--- config.mk ---
export PLATFORM = sky130hd
export DESIGN_NAME = pfe_front
export DESIGN_NICKNAME = d
export VERILOG_FILES = /design/src/sv/pfe_pkg.sv /design/src/sv/pfe_front.sv
export SDC_FILE = /design/constraint.sdc
export NUM_CORES = 1
export LEC_CHECK = 0
export ABC_AREA = 1
export BUFFER_PORTS_ARGS = -buffer_cell sky130_fd_sc_hd__buf_4
export CORE_ASPECT_RATIO = 1.5
export CORE_UTILIZATION = 55
export CTS_BUF_LIST = sky130_fd_sc_hd__clkbuf_8
export DETAILED_ROUTE_END_ITERATION = 12
export PLACE_DENSITY = 0.82
export SLEW_MARGIN = 20
export SYNTH_ARGS = -nofsm -noshare
export SYNTH_HDL_FRONTEND = slang
export SYNTH_SLANG_ARGS = --single-unit
--- constraint.sdc ---
create_clock -name clk -period 4.1 [get_ports clk]
set_input_delay 0.205 -clock clk [delete_from_list [all_inputs] [get_ports clk]]
set_output_delay 0.205 -clock clk [all_outputs]
set_load 0.05 [all_outputs]
--- src/sv/pfe_pkg.sv ---
// ----------------------------------------------------------------------------
// pfe_pkg
// Shared types and constants of the printf format engine.
// ----------------------------------------------------------------------------
`default_nettype none
package pfe_pkg;
  localparam int MaxField    = 63;
  localparam int StrBufDepth = 64;
  localparam int MaxResults  = 64;
  localparam int SbAw        = $clog2(StrBufDepth);
  localparam int SlW         = $clog2(StrBufDepth + 1);
  localparam int FwW         = $clog2(MaxField + 1);

  localparam logic [2:0] REQ_FMT  = 3'd0;
  localparam logic [2:0] REQ_ARG  = 3'd1;
  localparam logic [2:0] REQ_SBYT = 3'd2;
  localparam logic [2:0] REQ_SEND = 3'd3;
  localparam logic [2:0] REQ_NULL = 3'd4;
  localparam logic [2:0] REQ_FEND = 3'd5;

  localparam logic [1:0] CONV_NONE = 2'd0;
  localparam logic [1:0] CONV_D    = 2'd1;
  localparam logic [1:0] CONV_X    = 2'd2;
  localparam logic [1:0] CONV_S    = 2'd3;

  // Commands from the front parser to the back emitter
  typedef enum logic [2:0] {
    CMD_CHAR,    // emit one character (literal or streamed string byte)
    CMD_NUM,     // convert and emit an integer argument
    CMD_SBUF,    // store a string byte in the buffer, maybe flush
    CMD_SFIN,    // finish a buffered string (pad and dump)
    CMD_NULL,    // null string
    CMD_FEND,    // format end marker
    CMD_NOP      // item that only changes parser state
  } cmd_op_t;

  typedef struct packed {
    cmd_op_t          op;
    logic [7:0]       ch;
    logic [31:0]      arg;
    logic [1:0]       conv;
    logic [FwW-1:0]   width;
    logic [FwW-1:0]   prec;
    logic             prec_given;
    logic             fin;       // string not yet flushed: pad and dump it
  } cmd_t;

  localparam int CmdW = $bits(cmd_t);

  function automatic logic [7:0] hex_char(input logic [3:0] d);
    hex_char = (d < 4'd10) ? (8'h30 + {4'd0, d}) : (8'h57 + {4'd0, d});
  endfunction

  function automatic logic [7:0] null_char(input logic [2:0] i);
    case (i)
      3'd0:    null_char = 8'h28;
      3'd1:    null_char = 8'h6e;
      3'd2:    null_char = 8'h75;
      3'd3:    null_char = 8'h6c;
      3'd4:    null_char = 8'h6c;
      default: null_char = 8'h29;
    endcase
  endfunction
endpackage
`default_nettype wire

--- src/sv/pfe_front.sv ---
// ----------------------------------------------------------------------------
// pfe_front
// Format parser: tracks the spec state and turns each input word into one
// command for the emitter.
// ----------------------------------------------------------------------------
`default_nettype none
module pfe_front
  import pfe_pkg::*;
(
  input  wire logic        clk,
  input  wire logic        rst,
  input  wire logic        in_valid,
  output logic             in_stall,
  input  wire logic [2:0]  req_type,
  input  wire logic [7:0]  byte_value,
  input  wire logic [31:0] arg_value,
  output logic             cmd_valid,
  input  wire logic        cmd_full,
  output cmd_t             cmd
);
  typedef enum logic [1:0] {M_TEXT, M_SPEC, M_WARG, M_WSTR} mode_t;

  mode_t          mode;
  logic [FwW-1:0] fwidth, prec;
  logic           prec_given;
  logic [1:0]     conv;
  // Mirror of the string length seen by the emitter, for drop decisions
  logic [SlW-1:0] slen;
  logic           sflushed;

  logic           acc;
  logic [FwW-1:0] dig_src;
  logic [FwW+4:0] dig_acc;
  logic [FwW-1:0] dig_sat;

  assign in_stall = cmd_full;
  assign acc      = in_valid && !cmd_full;

  // Decimal accumulate with saturation
  always_comb begin
    dig_src = prec_given ? prec : fwidth;
    dig_acc = {5'd0, dig_src} * (FwW+5)'(10) + {(FwW+1)'(0), byte_value[3:0]};
    dig_sat = (dig_acc > (FwW+5)'(MaxField)) ? FwW'(MaxField) : dig_acc[FwW-1:0];
  end

  // Whether a string byte is kept, and whether it triggers a flush
  logic           keep;
  logic [SlW:0]   slen_inc;
  always_comb begin
    keep = !(prec_given && {1'b0, slen} >= {1'b0, (SlW)'(prec)});
    if (!sflushed && slen >= SlW'(StrBufDepth)) keep = 1'b0;
    slen_inc = {1'b0, slen} + 1'b1;
  end

  always_ff @(posedge clk) begin
    if (rst) begin
      mode       <= M_TEXT;
      fwidth     <= '0;
      prec       <= '0;
      prec_given <= 1'b0;
      conv       <= CONV_NONE;
      slen       <= '0;
      sflushed   <= 1'b0;
      cmd_valid  <= 1'b0;
    end else begin
      cmd_valid <= 1'b0;
      if (acc) begin
        cmd_valid      <= 1'b1;
        cmd.op         <= CMD_NOP;
        cmd.ch         <= byte_value;
        cmd.arg        <= arg_value;
        cmd.conv       <= conv;
        cmd.width      <= fwidth;
        cmd.prec       <= prec;
        cmd.prec_given <= prec_given;
        cmd.fin        <= 1'b0;
        case (req_type)
          REQ_FMT: begin
            if (mode == M_TEXT) begin
              if (byte_value == 8'h25) begin
                mode <= M_SPEC; fwidth <= '0; prec <= '0;
                prec_given <= 1'b0; conv <= CONV_NONE;
              end else begin
                cmd.op <= CMD_CHAR;
              end
            end else if (mode == M_SPEC) begin
              if (byte_value == 8'h64 || byte_value == 8'h78) begin
                conv <= (byte_value == 8'h64) ? CONV_D : CONV_X;
                mode <= M_WARG;
              end else if (byte_value == 8'h73) begin
                conv <= CONV_S; slen <= '0; sflushed <= 1'b0; mode <= M_WSTR;
              end else if (byte_value == 8'h2e) begin
                prec_given <= 1'b1; prec <= '0;
              end else if (byte_value >= 8'h30 && byte_value <= 8'h39) begin
                if (prec_given) prec <= dig_sat;
                else fwidth <= dig_sat;
              end
            end
          end
          REQ_ARG: begin
            if (mode == M_WARG) begin
              cmd.op <= CMD_NUM;
              mode <= M_TEXT; fwidth <= '0; prec <= '0;
              prec_given <= 1'b0; conv <= CONV_NONE;
            end
          end
          REQ_SBYT, REQ_SEND, REQ_NULL, REQ_FEND: begin
            if (mode == M_WSTR && req_type == REQ_NULL) begin
              if (slen == '0 && !sflushed) begin
                cmd.op <= CMD_NULL;
                mode <= M_TEXT; fwidth <= '0; prec <= '0;
                prec_given <= 1'b0; conv <= CONV_NONE;
              end
            end else if (mode == M_WSTR && req_type == REQ_SBYT && byte_value != 8'h0) begin
              if (keep) begin
                if (sflushed) begin
                  cmd.op <= CMD_CHAR;
                  if (slen != '1) slen <= slen + 1'b1;
                end else begin
                  cmd.op <= CMD_SBUF;
                  slen <= slen_inc[SlW-1:0];
                  if (slen_inc >= {1'b0, (SlW)'(fwidth)}) sflushed <= 1'b1;
                end
              end
            end else if (mode == M_WSTR && req_type != REQ_NULL) begin
              cmd.op  <= (req_type == REQ_FEND) ? CMD_FEND : CMD_SFIN;
              cmd.fin <= !sflushed;
              mode <= M_TEXT; fwidth <= '0; prec <= '0;
              prec_given <= 1'b0; conv <= CONV_NONE;
            end else if (req_type == REQ_FEND) begin
              cmd.op <= CMD_FEND;
              mode <= M_TEXT; fwidth <= '0; prec <= '0;
              prec_given <= 1'b0; conv <= CONV_NONE;
            end
          end
          default: cmd.op <= CMD_NOP;
        endcase
      end
    end
  end
endmodule
`default_nettype wire

; ---- Word-level counts from Yosys, hierarchy flattened
; Cells that the tools add are included.
[word_totals]
ff_bits = 85
input_bits = 47
output_inout_bits = 61
elab_cells = 185
[classes]
n_addsub = 3
n_mul = 1
magnitude_cmp = 6
eq_ne = 38
mux = 90
bitwise = 3
reduce_logical = 28
[op_table]
columns = cell, n
row1 = two-way mux 6 bit, 23
row2 = two-way mux 7 bit, 9
row3 = two-way mux 2 bit, 19
row4 = "!= test 3 bit, second input constant", 12
row5 = case mux 6 bit (3 select lines), 2
row6 = "== test 8 x 7 -> 1 bit, second input constant", 3
row7 = two-way mux 3 bit, 8
row8 = two-way mux 1 bit, 23
row9 = AND reduction 9 bit, 2
row10 = "== test 8 x 6 -> 1 bit, second input constant", 2
row11 = "!= test 2 bit, second input constant", 8
row12 = "!= test 4 bit, second input constant", 4
row13 = case mux 7 bit (2 select lines), 1
row14 = AND reduction 13 bit, 1
row15 = case mux 2 bit (3 select lines), 2
row16 = AND reduction 12 bit, 1
row17 = adder 10 x 4 -> 11 bit, 1
row18 = "> comparator 11 x 6 -> 1 bit, second input constant", 1
row19 = AND reduction 11 bit, 1
row20 = AND reduction 10 bit, 1
row21 = logical AND 1 bit, 9
row22 = "multiplier 6 x 3 -> 9 bit, second input constant", 1
row23 = case mux 3 bit (3 select lines), 1
row24 = "adder 7 x 1 -> 8 bit, second input constant", 1
row25 = other kinds (25), 33

; ---- Logic depth before layout (Yosys ltp)
[logic_depth]
ltp_word = 13
mapped_depth = 19

; ---- Least setup slack after synthesis
; No wires, ideal clock.
[synth_path]
path_kind = input to register
from = input port in_valid
to = register cmd[0] in the netlist's numbering (enable)
setup_ns = 0.476
arrival_ns = 2.916
slack_ns = 0.708
cell_stages = 4
n_path_buf = 0
cell_sequence = inv_1 -> nor2_1 -> inv_1 -> nor2_1
[synth_between]
elab_chain_len = 2
[synth_lines]
columns = element, line
row1 = "start, declared", pfe_front.sv:12  ; input wire logic in_valid,
row2 = logical AND 1 bit, pfe_front.sv:37  ; assign acc = in_valid && !cmd_full;
row3 = AND reduction 2 bit (no line), --
row4 = "end, declared", pfe_front.sv:19  ; output cmd_t cmd
; No other way between the ends.
; A chain may end at the register's enable or synchronous reset.

; ---- Final worst setup path
[layout_path]
from = register prec_given
to = register fwidth[0]
[layout_between]
elab_chain_len = 13
elab_cells_between_ends = 15
cone_classes = 1 x add/sub / 1 x mul / 1 x order compare / 1 x eq/ne / 10 x mux / 1 x reduce/logical
[layout_lines]
columns = element, line
row1 = "start, declared", pfe_front.sv:25  ; logic prec_given;
row2 = two-way mux 6 bit, pfe_front.sv:41  ; dig_src = prec_given ? prec : fwidth;
row3 = multiplier 6 x 3 -> 9 bit, pfe_front.sv:42  ; dig_acc = {5'd0, dig_src} * (FwW+5)'(10) + {(FwW+1)'(0), byte_value[3:0]};
row4 = adder 10 x 4 -> 11 bit, pfe_front.sv:42
row5 = > comparator 11 x 6 -> 1 bit, pfe_front.sv:43  ; dig_sat = (dig_acc > (FwW+5)'(MaxField)) ? FwW'(MaxField) : dig_acc[FwW-1:0];
row6 = two-way mux 6 bit, pfe_front.sv:43
row7 = two-way mux 6 bit, pfe_front.sv:95  ; if (prec_given) prec <= dig_sat;
row8 = two-way mux 6 bit, pfe_front.sv:94  ; end else if (byte_value >= 8'h30 && byte_value <= 8'h39) begin
row9 = two-way mux 6 bit, pfe_front.sv:92  ; end else if (byte_value == 8'h2e) begin
row10 = two-way mux 6 bit, pfe_front.sv:90  ; end else if (byte_value == 8'h73) begin
row11 = two-way mux 6 bit, pfe_front.sv:87  ; if (byte_value == 8'h64 || byte_value == 8'h78) begin
row12 = two-way mux 6 bit, pfe_front.sv:86  ; end else if (mode == M_SPEC) begin
row13 = two-way mux 6 bit, pfe_front.sv:79  ; if (mode == M_TEXT) begin
row14 = case mux 6 bit (3 select lines), pfe_front.sv:77  ; case (req_type)
row15 = "end signal, assigned", pfe_front.sv:96  ; else fwidth <= dig_sat;
row16 = "end, declared", pfe_front.sv:24  ; logic [FwW-1:0] fwidth, prec;
; Several ways; a longest one is shown, not always the timed one. The select of a mux whose other input is x is not followed.

==> flow_metrics.tcl <==
set metrics [dict create \
    whs_endpoint "cmd[34]$_DFFE_PP_" \
    synth-edff-count 59 \
    finalHoldViolCount 0 \
    worst_setup_path_start_kind "flip-flop" \
    syn_area_per_cell_um2 8.96 \
    setup_tns_ns 0 \
    power_density_nw_per_um2 341 \
    async_flop_share_pct 0 \
    port-buffer-count 107 \
    fillers 609 \
    status "completed" \
    antenna_cells 0 \
    drcViolationCount 0 \
    via_per_inst 5.28 \
    wirelength_um 10200 \
    cts_hold_buf 0 \
    timing.rr.start "prec_given$_SDFFE_PP0P_" \
    synth_cell_type_count 38 \
    netlist_instances 484 \
    grt_setup_unrepaired "false" \
    vdd_ir_drop_max_mv 0.176 \
    clock_latency_ns 0.35 \
    final_common_cell "buf_4" \
    dieWidth_um 74.5 \
    grt_usage_pct 26.5 \
    syn-num-nets 559 \
    leakage_nw 2.40 \
    wl_per_cell_um 14.5 \
    worstPathArrival_ns 3.64 \
    syn2layout_area_growth_pct 25.0 \
    period_minus_slack_ns 3.39 \
    finalCritPeriodShare_pct 82.7 \
    antenna_found_initial 0 \
    hold_path_class "in2reg" \
    drt_iter0_markers 195 \
    synth_flop_cell "edfxtp_1" \
    postCtsSetupBuffers 0 \
    cp_max_fo 16 \
    cts_tree "built" \
    cts_root_buf "clkbuf_8" \
    final_cell_mix "108 x buf_4, 105 x nand2_1, 63 x nor2_1, 59 x edfxtp_1, 58 x inv_1" \
    synth_area_um2 4340 \
    cts.repair.resized 0 \
    clk_path_buf_depth 2 \
    hold_depth 1 \
    synth_top_cell_by_area "edfxtp_1" \
    drv_slew 0 \
    critPathRequiredTime_ns 4.35 \
    die-height_um 111 \
    ant_nets 0 \
    total_power_mw 1.85 \
    drive_gt1_share_pct 23.7 \
    overflow 0 \
    yosysSeqAreaShare_pct 52.9 \
    worst_pin_slew_ns 0.954 \
    h-tree-depth 3 \
    timing.rr.end "fwidth[0]$_SDFFE_PP0P_" \
    dp.cells 685 \
    cts_buffers 9 \
    io_pins 108 \
    dr.pass1.iters 4 \
    regArea_um2 2290 \
    slew_headroom_pct 36.3 \
    multi_input_area_um2 1770 \
    dp_hpwl_um 7990 \
    fin_nets 669 \
    synth_seq_cells 85 \
    finClkSkew_ns 0.00876 \
    crit_path_end_kind "flip-flop" \
    grt_pass1_wl_um 16500 \
    clk_pin_slew_ns 0.09 \
    grt_pass1_vias 3712 \
    yosysWarnings 0 \
    grt_max_degree 38 \
    fp-row-count 39 \
    cts_sinks 85 \
    cp-startpoint "prec_given$_SDFFE_PP0P_" \
    final_cells 701 \
    design.die.area_um2 8250 \
    clock.fmax_mhz 295 \
    cap_violations 0 \
    start_util_pct 57.0 \
    worstSetupPathType "reg2reg" \
    setup_viol 0 \
    num_vias 3704 \
    r2r_cells 15 \
    coreArea_um2 7610 \
    hold_start "arg_value[18]" \
    gp_congestion 0.899 \
    synth_top_area_share_pct 40.9 \
    rrSetupSlack_ns 0.71 \
    synth_top_cells_by_area "edfxtp_1 41%, dfxtp_1 12%, nand2_1 9.1%" \
]
## cell usage after synthesis, drive strengths merged (4+ instances only)
cell type	instances
clkbuf	5
nand3	37
a21oi	30
inv	63
nand4	14
dfxtp	26
edfxtp	59
nor2	67
ha	26
nor3	5
buf	4
o21ai	25
nand2	106
## worst max-delay path, stage by stage, from the launching register on
cell and delay, ns:
dfxtp_1 0.44, o21ai_0 0.47, ha_1 0.33, ha_1 0.23, inv_1 0.07, fa_1 0.42, inv_1 0.12, nand3_1 0.12
inv_1 0.07, nand2_1 0.06, nor2_1 0.14, a21oi_1 0.08, nor2_1 0.33, nand3_1 0.17, a21oi_1 0.17, nor2_1 0.06
## final cells by class
type	count	share of cell area [%]
Clock buffer	10	2.54
Clock inverter	6	0.739
Inverter	63	4.36
Multi-Input combinational cell	327	32.7
Sequential cell	85	42.3
Tap cell	102	2.36
Timing Repair Buffer	108	15.0
## cell families (layout without fill, tap and decap cells)
kind of cell,Yosys count,count (layout),share of synthesized area [%]
flops,85,85,52.9
fa+ha+maj,28,28,8.43
compound gates,61,61,7.71
xor+xnor,4,4,0.808
simple gates,234,234,23.8
buf+inv,72,187,6.41
## stage by stage
stage                     util [%]  instance area (um^2)  setup slack (ns)  hold slack (ns)
after floorplan                  -                  4340             0.708            0.274
after global placement        68.8                  5240             0.859            0.383
after detailed placement      68.8                  5240             0.756            0.384
after CTS                     71.2                  5420             0.740          0.00432
after global routing          71.2                  5420             0.372          0.00164
final                         71.2                  5420             0.711           0.0169
## state kept, by name, indices dropped and copies added, names as in the netlist
signal      flops
cmd            59
slen            7
fwidth          6
prec            6
conv            2
mode            2
cmd_valid       1
prec_given      1
sflushed        1
## how the worst max path moves through the flow
stage	to	slack [ns]
final	fwidth[0]$_SDFFE_PP0P_	0.71
after global routing	fwidth[1]$_SDFFE_PP0P_	0.37
after CTS	fwidth[0]$_SDFFE_PP0P_	0.74
after detailed placement	fwidth[2]$_SDFFE_PP0P_	0.76
after global placement	fwidth[0]$_SDFFE_PP0P_	0.86
after floorplan	cmd[0]$_SDFFCE_PP0P_	0.71
## power by group
group	switching (mW)	leakage [nW]	internal (mW)
combinational	0.232	1.55	0.119
sequential	0.0186	0.756	0.952
clock	0.292	0.0915	0.235
## per-layer routing
metal  vias up  track usage, %  share of wire [%]
li1       1837               -                  -
met1      1693            27.7                 36
met2       139            45.7                 52
met3        35            6.82                6.5
met4         0            15.8                4.9
met5         -               0                  0
No activity file was read; power rests on OpenSTA's default activity.
