[src/sv/pfe_pkg.sv]
// ----------------------------------------------------------------------------
// pfe_pkg
// Shared types and constants of the printf format engine.
// ----------------------------------------------------------------------------
`default_nettype none
package pfe_pkg;
  localparam int MaxField    = 63;
  localparam int StrBufDepth = 64;
  localparam int MaxResults  = 64;
  localparam int SbAw        = $clog2(StrBufDepth);
  localparam int SlW         = $clog2(StrBufDepth + 1);
  localparam int FwW         = $clog2(MaxField + 1);

  localparam logic [2:0] REQ_FMT  = 3'd0;
  localparam logic [2:0] REQ_ARG  = 3'd1;
  localparam logic [2:0] REQ_SBYT = 3'd2;
  localparam logic [2:0] REQ_SEND = 3'd3;
  localparam logic [2:0] REQ_NULL = 3'd4;
  localparam logic [2:0] REQ_FEND = 3'd5;

  localparam logic [1:0] CONV_NONE = 2'd0;
  localparam logic [1:0] CONV_D    = 2'd1;
  localparam logic [1:0] CONV_X    = 2'd2;
  localparam logic [1:0] CONV_S    = 2'd3;

  // Commands from the front parser to the back emitter
  typedef enum logic [2:0] {
    CMD_CHAR,    // emit one character (literal or streamed string byte)
    CMD_NUM,     // convert and emit an integer argument
    CMD_SBUF,    // store a string byte in the buffer, maybe flush
    CMD_SFIN,    // finish a buffered string (pad and dump)
    CMD_NULL,    // null string
    CMD_FEND,    // format end marker
    CMD_NOP      // item that only changes parser state
  } cmd_op_t;

  typedef struct packed {
    cmd_op_t          op;
    logic [7:0]       ch;
    logic [31:0]      arg;
    logic [1:0]       conv;
    logic [FwW-1:0]   width;
    logic [FwW-1:0]   prec;
    logic             prec_given;
    logic             fin;       // string not yet flushed: pad and dump it
  } cmd_t;

  localparam int CmdW = $bits(cmd_t);

  function automatic logic [7:0] hex_char(input logic [3:0] d);
    hex_char = (d < 4'd10) ? (8'h30 + {4'd0, d}) : (8'h57 + {4'd0, d});
  endfunction

  function automatic logic [7:0] null_char(input logic [2:0] i);
    case (i)
      3'd0:    null_char = 8'h28;
      3'd1:    null_char = 8'h6e;
      3'd2:    null_char = 8'h75;
      3'd3:    null_char = 8'h6c;
      3'd4:    null_char = 8'h6c;
      default: null_char = 8'h29;
    endcase
  endfunction
endpackage
`default_nettype wire

[src/sv/pfe_queue.sv]
// ----------------------------------------------------------------------------
// pfe_queue
// Short command queue between the parser and the emitter.
// ----------------------------------------------------------------------------
`default_nettype none
module pfe_queue
  import pfe_pkg::*;
(
  input  wire logic clk,
  input  wire logic rst,
  input  wire logic push,
  input  cmd_t      wdata,
  output logic      full,
  output logic      nonempty,
  input  wire logic pop,
  output cmd_t      rdata
);
  // Four entries of flops; pointers are two bits
  cmd_t       q [4];
  logic [1:0] wp, rp;
  logic [2:0] cnt;

  // Full leaves room for a command already in the parser output register
  assign full     = (cnt >= 3'd3);
  assign nonempty = (cnt != 3'd0);
  assign rdata    = q[rp];

  always_ff @(posedge clk) begin
    if (push) q[wp] <= wdata;
    if (rst) begin
      wp <= '0; rp <= '0; cnt <= '0;
    end else begin
      if (push) wp <= wp + 1'b1;
      if (pop)  rp <= rp + 1'b1;
      cnt <= cnt + {2'd0, push} - {2'd0, pop};
    end
  end
endmodule
`default_nettype wire

[config.mk]
export PLATFORM = sky130hd
export DESIGN_NAME = pfe_queue
export DESIGN_NICKNAME = d
export VERILOG_FILES = /design/src/sv/pfe_pkg.sv /design/src/sv/pfe_queue.sv
export SDC_FILE = /design/constraint.sdc
export NUM_CORES = 1
export LEC_CHECK = 0
export BUFFER_PORTS_ARGS = -buffer_cell sky130_fd_sc_hd__buf_2
export CAP_MARGIN = 10
export CORE_ASPECT_RATIO = 0.9
export CORE_MARGIN = 1
export CORE_UTILIZATION = 50
export DETAILED_ROUTE_END_ITERATION = 10
export HOLD_SLACK_MARGIN = 0.15
export PLACE_DENSITY = 0.73
export REMOVE_ABC_BUFFERS = 1
export SLEW_MARGIN = 20
export SYNTH_ARGS = -nofsm -noshare
export SYNTH_HDL_FRONTEND = slang
export SYNTH_SLANG_ARGS = --single-unit
[constraint.sdc]
create_clock -name clk -period 4.15 [get_ports clk]
set_input_delay 0.6225 -clock clk [delete_from_list [all_inputs] [get_ports clk]]
set_output_delay 0.6225 -clock clk [all_outputs]
set_load 0.02 [all_outputs]
Word-level counts from Yosys, hierarchy flattened
Memories as Yosys holds them, arrays and structs flattened. A register that Yosys moved wholly into a read port is not among the register bits.
Index checks and enable logic that the tools add are counted.
{"block": "word_totals", "reg_bits": 7, "ram_bits": 236, "inputBits": 63, "output_inout_bits": 61, "word_cells": 14, "n_memories": 1}
{"block": "classes", "n_addsub": 4, "order_cmp": 1, "muxes": 4, "n_reduce_logical": 1}
{"name": "q", "words": 4, "word_bits": 59, "read_ports": 1, "rd_clocked_by_memory_dff": 1, "write_ports": 1, "line_no": "pfe_queue.sv:19", "rtl": "cmd_t q [4];"}
{"operator": "2-bit by 1-bit adder with 2-bit output, second input constant", "count": 2}
{"operator": "2-bit 2-to-1 mux", "count": 2}
{"operator": "3-bit by 1-bit adder with 3-bit output", "count": 1}
{"operator": "3-bit by 2-bit greater-or-equal comparator with 1-bit output, second input constant", "count": 1}
{"operator": "3-bit nonzero test", "count": 1}
{"operator": "3-bit by 1-bit subtractor with 3-bit output", "count": 1}
{"operator": "1-bit 2-to-1 mux", "count": 2}

Logic depth before layout (Yosys ltp)
Gate-level depths: netlist of the first run.
{"block": "logic_depth", "depth_word": 3, "mapped_depth": 7, "depth_no_buf": 7}

Worst setup path after synthesis of the first run
No wires, ideal clock.
{"block": "synth_path", "kind": "input -> register", "startpoint": "input port push", "endpoint": "memory q[0][0] in the netlist's numbering, enable pin", "setup_time_ns": 0.423, "arrival_ns": 2.018, "required_time_ns": 3.727, "setup_slack_ns": 1.710, "stages": 1, "n_path_buf": 0, "cell_sequence": "and2_1"}
{"block": "synth_between", "elab_chain_len": 2}
{"item": "from (decl)", "line_no": "pfe_queue.sv:11", "rtl": "input wire logic push,"}
{"item": "1-bit 2-to-1 mux", "line_no": "pfe_queue.sv:29", "rtl": "if (push) q[wp] <= wdata;"}
{"item": "1-bit 2-to-1 mux (implied by the code)", "line_no": "pfe_queue.sv:29"}
{"item": "to (decl)", "line_no": "pfe_queue.sv:19"}
No other way between the ends.

==> results of run 1 <==
## per-layer routing
metal | part of all wire [%] | up-vias | track usage, %
met5 | 0.079 | - | 0
met4 | 2.1 | 2 | 4.62
met3 | 7.1 | 26 | 4.84
met2 | 51 | 133 | 29.0
met1 | 40 | 2084 | 21.4
li1 | - | 1766 | -
## worst max-delay path, stage by stage, from the launching register on
cell and delay, ns:
dfxtp_4 0.80, buf_12 0.32, mux4_2 0.57, buf_2 0.18
## worst max-delay path by stage
stage	startpoint	to	slack (ns)	depth (start not counted)
6_report	flop	rdata[35]	1.12	3
3_3_place_gp	flop	rdata[24]	1.58	3
4_1_cts	flop	rdata[35]	1.04	3
2_1_floorplan	flop	rdata[0]	0.27	1
5_1_grt	flop	rdata[9]	0.95	3
3_5_place_dp	flop	rdata[24]	1.59	3
## flip-flops by register name (all words and copies together) (netlist names), named ones only
signal	count
cnt	3
wp	2
q	236
rp	2
## stage by stage
step / setup slack, ns / cell area (um2) / hold WS [ns] / instances
2_1_floorplan: 0.274 / 8860 / 0.492 / 340
3_3_place_gp: 1.58 / 9820 / 0.503 / 706
3_5_place_dp: 1.59 / 9820 / 0.541 / 706
4_1_cts: 1.04 / 10700 / 0.312 / 750
5_1_grt: 0.951 / 10700 / 0.317 / 750
6_report: 1.12 / 10700 / 0.329 / 750
## cells in the mapped netlist
master and number:
a21bo_2 1, a21oi_1 1, and2_1 4, buf_12 2, buf_2 3, buf_4 4, buf_6 1, clkbuf_1 4
dfxtp_1 9, edfxtp_1 236, fa_1 1, ha_1 7, inv_1 7, mux2i_1 1, mux4_2 59, nand2_1 1
nand3_1 1, nand3b_1 1, nor2_1 5, nor2b_1 2, o21ai_0 1, xnor2_1 3
## placed cells by master, fill, tap and decap left out, types with 3 or more instances in the layout
cell        instances
buf_2             123
clkinv_2            5
and2_4              4
nor2_1              5
xnor2_1             3
clkbuf_16          25
clkinvlp_4          3
ha_1                7
bufinv_16           6
edfxtp_1          236
dfxtp_1             7
mux4_2             59
clkbuf_1            3
inv_1               7
## layout make-up
cell class	count	area, um2
timing repair buffer	126	651
clock buffer	28	637
clock inverter	16	235
tap	240	300
fill	1248	6920
sequential	245	7270
inverter	7	26.3
multi-input combinational	88	1580
## logic make-up after synthesis
logic type / synth area share (%)
compound gates: 0.223
simple gates: 0.809
mux: 14.9
xor+xnor: 0.293
buf+inv: 1.53
flops: 81.0
fa+ha+maj: 1.20
## power by group
group	leakage, nW	internal (W)	switching, W
Sequential	2.24	0.00284	0.0000545
Clock	0.420	0.00147	0.000876
Combinational	0.968	0.000242	0.000331
==> impl_metrics.toml, run 1 <==
[floorplan]
coreArea_um2 = 17600
fp.dieH_um = 129
die_w_um = 143
initial_utilization_pct = 50.9
ios = 124
dieArea_um2 = 18500
rows = 46

[logic_synthesis]
yosysWarnings = 0
synth-seq-cells = 245
syn_avg_cell_area_um2 = 25.3
yosysTopAreaCellShare_pct = 79.0
syn-cell-area_um2 = 8970
ys_types = 22
synthTopCellsByArea = "edfxtp_1, mux4_2, dfxtp_1"
yosysSeqAreaShare_pct = 81.0
synth.largest_area_cell = "edfxtp_1"
synthCells = 354

[pwr]
ir_worst_vdd_uv = 280
leakagePower_nw = 3.63
powerDensity_nw_per_um2 = 544
finalPower_w = 0.00582

[routing]
routed_wl_um = 15100
dr.first_iter.drc_count = 267
drtAntennaViolNets = 0
num_vias = 4011
drt_first_pass_iters = 4
drcViolationCount = 0
wl_per_cell_um = 20.2
vias_per_cell = 5.35

[setup_path]
cp-start-kind = "flop"
critPathKind = "reg -> out"
critPathMaxFanout = 33
arrival_ns = 2.40
reg2reg_to = "q[0][21]"
reg2reg_setup_slack_ns = 2.38
r2r.worst_path.cells = 3
required_ns = 3.53
crit_path_end_kind = "output port"
r2r-start = "wp[0]"

[cts]
clockRootBuffer = "clkbuf_16"
clk_path_buf_depth = 3
cts_tree = "built"
clock-sinks = 245
cts_resized = 0
cts_buffers = 24
cts_setup_buffers = 0
ctsHoldBuffers = 0
h-tree-depth = 1
clock_latency_ns = 0.51
clk_pin_slew_ns = 0.06

[global_route]
first_global_vias = 4286
grtUsageTotal_pct = 17.0
grt_pass1_wl_um = 23000
grt-ovfl-total = 0
grt_max_degree = 60
antenna_found_initial = 1

[sta]
timing.final.crit_share_pct = 73.0
finalSetupTns_ns = 0
fin_worst_skew_ns = 0.00962
rsz0062_at_grt = "no"
fin_crit_ns = 3.03
hold_violations = 0
finalMaxSlewViolations = 0
timing.fmax_ghz = 0.330
maxSlewHeadroom_pct = 36.9
worst_pin_slew_ns = 0.946
setup-violations-final = 0

[cells_and_area]
layout-drive-gt1-share_pct = 45.3
antenna_cells = 0
areaGrowthSynthToFinish_pct = 19.2
finalCoreUtilization_pct = 60.7
nNetsFinal = 563

[worst_hold_path]
timing.hold.worst_path_depth = 1
hp-class = "in -> reg"
min_from = "wdata[13]"
min_to = "q[1][13]"

[placed_design]
gp_congestion = 0.724
dp_hpwl_um = 8510
io_buffers = 123

[status]
status = "finished clean"

[run]
drv_cap = 0
No activity file was read; power rests on OpenSTA's default activity.
==> run 2, diff against run 1 <==
clock period = 3.1 ns   (was 4.15 ns; I/O delays follow)
==> run 2 against run 1 <==
- sequential share of layout area decreased by 0.49 points
- clock skew fell by 0.0028 ns
- flip-flop and latch count unchanged
- critical path type unchanged
- highest routed layer unchanged
==> impl_metrics.toml, run 2 (synthesis results as in run 1) <==
[setup_path]
critPathMaxFanout = 35
crit_path_end_kind = "output port"
required_ns = 2.63
cp-start-kind = "flop"
cp_slowest_cell = "mux4_2"
reg2reg_to = "q[0][42]"
cp_cell_sequence = "buf_12 > mux4_2 > buf_2"
critPathKind = "reg -> out"
r2r.worst_path.cells = 3
path_buf_inv = 2
cp_top_family = "multiplexers"
reg2reg_setup_slack_ns = 1.34
arrival_ns = 1.94
crit_path_max_incr_delay_ns = 0.58
r2r-start = "wp[0]"

[routing]
wl_met2_um = 7410
drcViolationCount = 0
num_vias = 3970
wl_met1_um = 6220
dr.first_iter.drc_count = 232
wl_per_cell_um = 19.9
drt_first_pass_iters = 7
vias_per_cell = 5.28
routed_wl_um = 15000
drtAntennaViolNets = 0
dr.max_layer_used = "met5"
dr_wl_met3_um = 1050

[pwr]
finalPower_w = 0.00796
p_comb_share_pct = 10.1
powerDensity_nw_per_um2 = 739
p_sw_share_pct = 21.2
pwr-share-seq_pct = 48.4
netSwitchingPower_w = 0.00169
ir_worst_vdd_uv = 446
p_clk_share_pct = 41.5
leakagePower_nw = 3.67
p_int_w = 0.00627

[cells_and_area]
nNetsFinal = 564
regMostFlops = "q"
areaGrowthSynthToFinish_pct = 20.1
layout_common_cells = "edfxtp_1, buf_2, mux4_2"
largest_reg_flops = 236
top_regs = "q: 236 flops, cnt: 3 flops"
layout-drive-gt1-share_pct = 45.4
fillCellCount = 1261
layout_commonest_cell = "edfxtp_1"

[floorplan]
ios = 124
initial_utilization_pct = 50.9
coreArea_um2 = 17600
fp.dieH_um = 129
die_w_um = 143
rows = 46
dieArea_um2 = 18500

[global_route]
first_global_vias = 4266
grt_pass1_wl_um = 22700
grt-ovfl-total = 0
grtUsageTotal_pct = 16.6
grt_max_degree = 60
antenna_found_initial = 2

[worst_hold_path]
timing.hold.worst_path_depth = 1
min_from = "wdata[19]"
hp-class = "in -> reg"
min_to = "q[1][19]"

[cts]
clockRootBuffer = "clkbuf_16"
cts_setup_buffers = 0
clock_latency_ns = 0.50
clock-sinks = 245
ctsHoldBuffers = 0
cts_tree = "built"
clk_pin_slew_ns = 0.06
cts_buffers = 25
cts_resized = 0
h-tree-depth = 1
clk_path_buf_depth = 3

[sta]
finalSetupTns_ns = 0
timing.final.crit_share_pct = 77.7
timing.fmax_ghz = 0.415
rsz0062_at_grt = "no"
fin_crit_ns = 2.41
worst_pin_slew_ns = 0.928
fin_worst_skew_ns = 0.00678
finalMaxSlewViolations = 0
setup-violations-final = 0
hold_violations = 0
maxSlewHeadroom_pct = 38.1

[status]
status = "finished clean"

[placed_design]
gp_congestion = 0.711
io_buffers = 123
dp_hpwl_um = 8470

[run]
drv_cap = 0
-- run 2: per-layer routing --
metal / GRT usage [%] / vias up
met5: 0 / -
met4: 4.43 / 2
met3: 4.73 / 28
met2: 27.9 / 132
met1: 21.5 / 2038
li1: - / 1770
-- run 2: worst max path at each step --
| stage | from | endpoint | slack (ns) | cells after the start |
|---|---|---|---|---|
| floorplan | flop | rdata[0] | -0.62 | 1 |
| global placement | flop | rdata[43] | 1.21 | 3 |
| detailed placement | push | q[1][2] | 1.21 | 2 |
| CTS | flop | rdata[43] | 0.67 | 3 |
| global route | flop | rdata[36] | 0.61 | 3 |
| finish | flop | rdata[36] | 0.69 | 3 |
-- run 2: cell type report --
| class | count | area [um2] | share of cell area (%) |
|---|---|---|---|
| Tap cell | 240 | 300 | 2.79 |
| Timing Repair Buffer | 126 | 676 | 6.27 |
| Clock inverter | 18 | 289 | 2.68 |
| Sequential cell | 245 | 7270 | 67.5 |
| Antenna cell | 1 | 2.50 | 0.0232 |
| Multi-Input combinational cell | 88 | 1580 | 14.6 |
| Clock buffer | 27 | 633 | 5.88 |
| Inverter | 7 | 26.3 | 0.244 |
-- run 2: stage by stage --
stage / util [%] / cells / worst slack [ns] / instance area, um2 / hold WS [ns]
after floorplan: - / 340 / -0.618 / 8860 / 0.492
after global placement: 55.9 / 706 / 1.21 / 9850 / 0.514
after detailed placement: 55.9 / 706 / 1.21 / 9850 / 0.545
after CTS: 61.2 / 751 / 0.666 / 10800 / 0.157
after global routing: 61.2 / 751 / 0.615 / 10800 / 0.164
final: 61.2 / 752 / 0.692 / 10800 / 0.176
-- run 2: power groups by stage --
stage | sequential [W] | combinational (W) | clock, W
floorplan | 0.00395 | 0.000484 | 0
global route | 0.00386 | 0.000870 | 0.00348
detailed placement | 0.00392 | 0.000821 | 0
CTS | 0.00385 | 0.000826 | 0.00336
finish | 0.00385 | 0.000804 | 0.00331
global placement | 0.00391 | 0.000800 | 0
==> run 3, diff against run 2 <==
clock period = 2.4 ns   (was 3.1 ns; I/O delays follow)
==> run 3 against run 2 <==
- final cell count rose by 9.3%
- flip-flop and latch count unchanged
- combinational power rose by 44%
- critical path depth is the same
- design area grew 5.5%
- largest cell class unchanged
- power is 23% higher
- via count up 8.4%
- clock power grew 11%
- global-route usage is 0.94 points higher
- clock skew up 0.0070 ns
- hold slack better by 0.017 ns
- routed wire length grew 5.5%
==> impl_metrics.toml, run 3 (synthesis results as in run 1) <==
[setup_path]
arrival_ns = 1.88
required_ns = 2.04
cp_top_family = "multiplexers"
critPathKind = "reg -> out"
critPathMaxFanout = 24
path_buf_inv = 2
crit_path_end_kind = "output port"
cp_cell_sequence = "buf_12 > mux4_2 > buf_2"
cp-start-kind = "flop"
crit_path_max_incr_delay_ns = 0.56
cp_slowest_cell = "mux4_2"

[global_route]
grtUsageTotal_pct = 17.6
grt_busiest_layer = "met2"
met1_usage_pct = 24.1
grtUsageMet2_pct = 29.8
antenna_found_initial = 0
grt_pass1_wl_um = 24100
grt_max_degree = 34
grt-ovfl-total = 0
grt_util_met3_pct = 3.14
first_global_vias = 4576

[cells_and_area]
nNetsFinal = 635
multi_input_comb_area_um2 = 1580
finalCoreUtilization_pct = 64.5
regMostFlops = "q"
layout_common_cells = "edfxtp_1, buf_2, dlygate4sd3_1"
largest_reg_flops = 236
layout-drive-gt1-share_pct = 41.1
antenna_cells = 0
seq_area_um2 = 7270
fillCellCount = 1216
layout.cells.non_filler = 822
layout_commonest_cell = "edfxtp_1"
top_regs = "q: 236 flops, cnt: 3 flops"
areaGrowthSynthToFinish_pct = 26.7

[floorplan]
dieArea_um2 = 18500
die_w_um = 143
coreArea_um2 = 17600
rows = 46
fp.dieH_um = 129
ios = 124
initial_utilization_pct = 50.9

[cts]
clock_latency_ns = 0.50
cts_resized = 0
cts_buffers = 24
clock-sinks = 245
clk_path_buf_depth = 3
clk_pin_slew_ns = 0.06
clockRootBuffer = "clkbuf_16"
cts_tree = "built"
h-tree-depth = 1

[sta]
timing.fmax_ghz = 0.446
rsz0062_at_grt = "no"
fin_crit_ns = 2.24
hold_violations = 0
fin_worst_skew_ns = 0.0138
worst_pin_slew_ns = 0.520
finalMaxSlewViolations = 0
timing.final.crit_share_pct = 93.4
maxSlewHeadroom_pct = 65.4
setup-violations-final = 0

[run]
drv_cap = 0

[routing]
drtAntennaViolNets = 0
vias_per_cell = 5.23
drcViolationCount = 0
num_vias = 4302
routed_wl_um = 15800
wl_per_cell_um = 19.2
drt_first_pass_iters = 4
dr.first_iter.drc_count = 192

[pwr]
powerDensity_nw_per_um2 = 863
leakagePower_nw = 3.92
finalPower_w = 0.00981
ir_worst_vdd_uv = 558

[placed_design]
io_buffers = 123
gp_congestion = 0.710
dp.cells = 716
dp_hpwl_um = 9460

[worst_hold_path]
hp-class = "in -> reg"

[status]
status = "finished clean"
run 3: cell count changes in the layout (fill, tap and decap cells not counted), moves of 3 or more:
cell | before | now
bufinv_16 | 8 | 3
buf_4 | 0 | 9
buf_12 | 3 | 6
clkbuf_1 | 2 | 6
dlygate4sd3_1 | 0 | 60
run 3: per-layer routing:
| metal | up-vias | routed length, um |
|---|---|---|
| met5 | - | 0 |
| met4 | 0 | 231 |
| met3 | 23 | 1040 |
| met2 | 143 | 7860 |
| met1 | 2218 | 6690 |
| li1 | 1918 | - |
run 3: metrics by stage:
step,TNS [ns],hold WS [ns],worst slack (ns),cell area (um2)
finish,0,0.193,0.157,11400
detailed placement,0,0.533,0.498,9960
global route,0,0.219,0.0635,11400
floorplan,-71.59,0.432,-1.21,8860
CTS,0,0.176,0.105,11400
global placement,0,0.509,0.504,9960
run 3: final cells by class:
cell class / count / area share (%)
repair buffers: 198 / 12.4
clock inverters: 13 / 1.24
multi-input cells: 88 / 13.9
flip-flops and latches: 245 / 64.0
clock buffers: 31 / 5.70
inverters: 7 / 0.231
well taps: 240 / 2.64
run 3: worst paths after layout:
path | slack, ns | end | start | depth (start not counted)
max | 0.16 | rdata[29] | flop | 3
max reg2reg | 0.78 | cnt[2] | cnt[0] | 7
min reg2reg | 0.52 | flop | rp[0] | 2
min | 0.19 | flop | pop | 3
run 3: where the power goes:
group	total (W)	internal [W]	switching, W
clock network	0.00368	0.00223	0.00145
registers	0.00497	0.00491	0.0000560
logic	0.00116	0.000518	0.000640
total	0.00981	0.00766	0.00215
run 3: worst register-to-register path: cells and delay by family (launching register included):
kind | cells | cell delay, ns
buf+inv | 2 | 0.10
xor+xnor | 1 | 0.18
flops | 1 | 0.33
simple gates | 1 | 0.06
fa+ha+maj | 3 | 0.84
run 3: what timing repair did:
| action | CTS | global route |
|---|---|---|
| endpoints found under the hold margin | 245 | 0 |
| hold buffers | 60 | 0 |
| setup buffers | 2 | 0 |
| endpoints found under the setup margin | 10 | 0 |
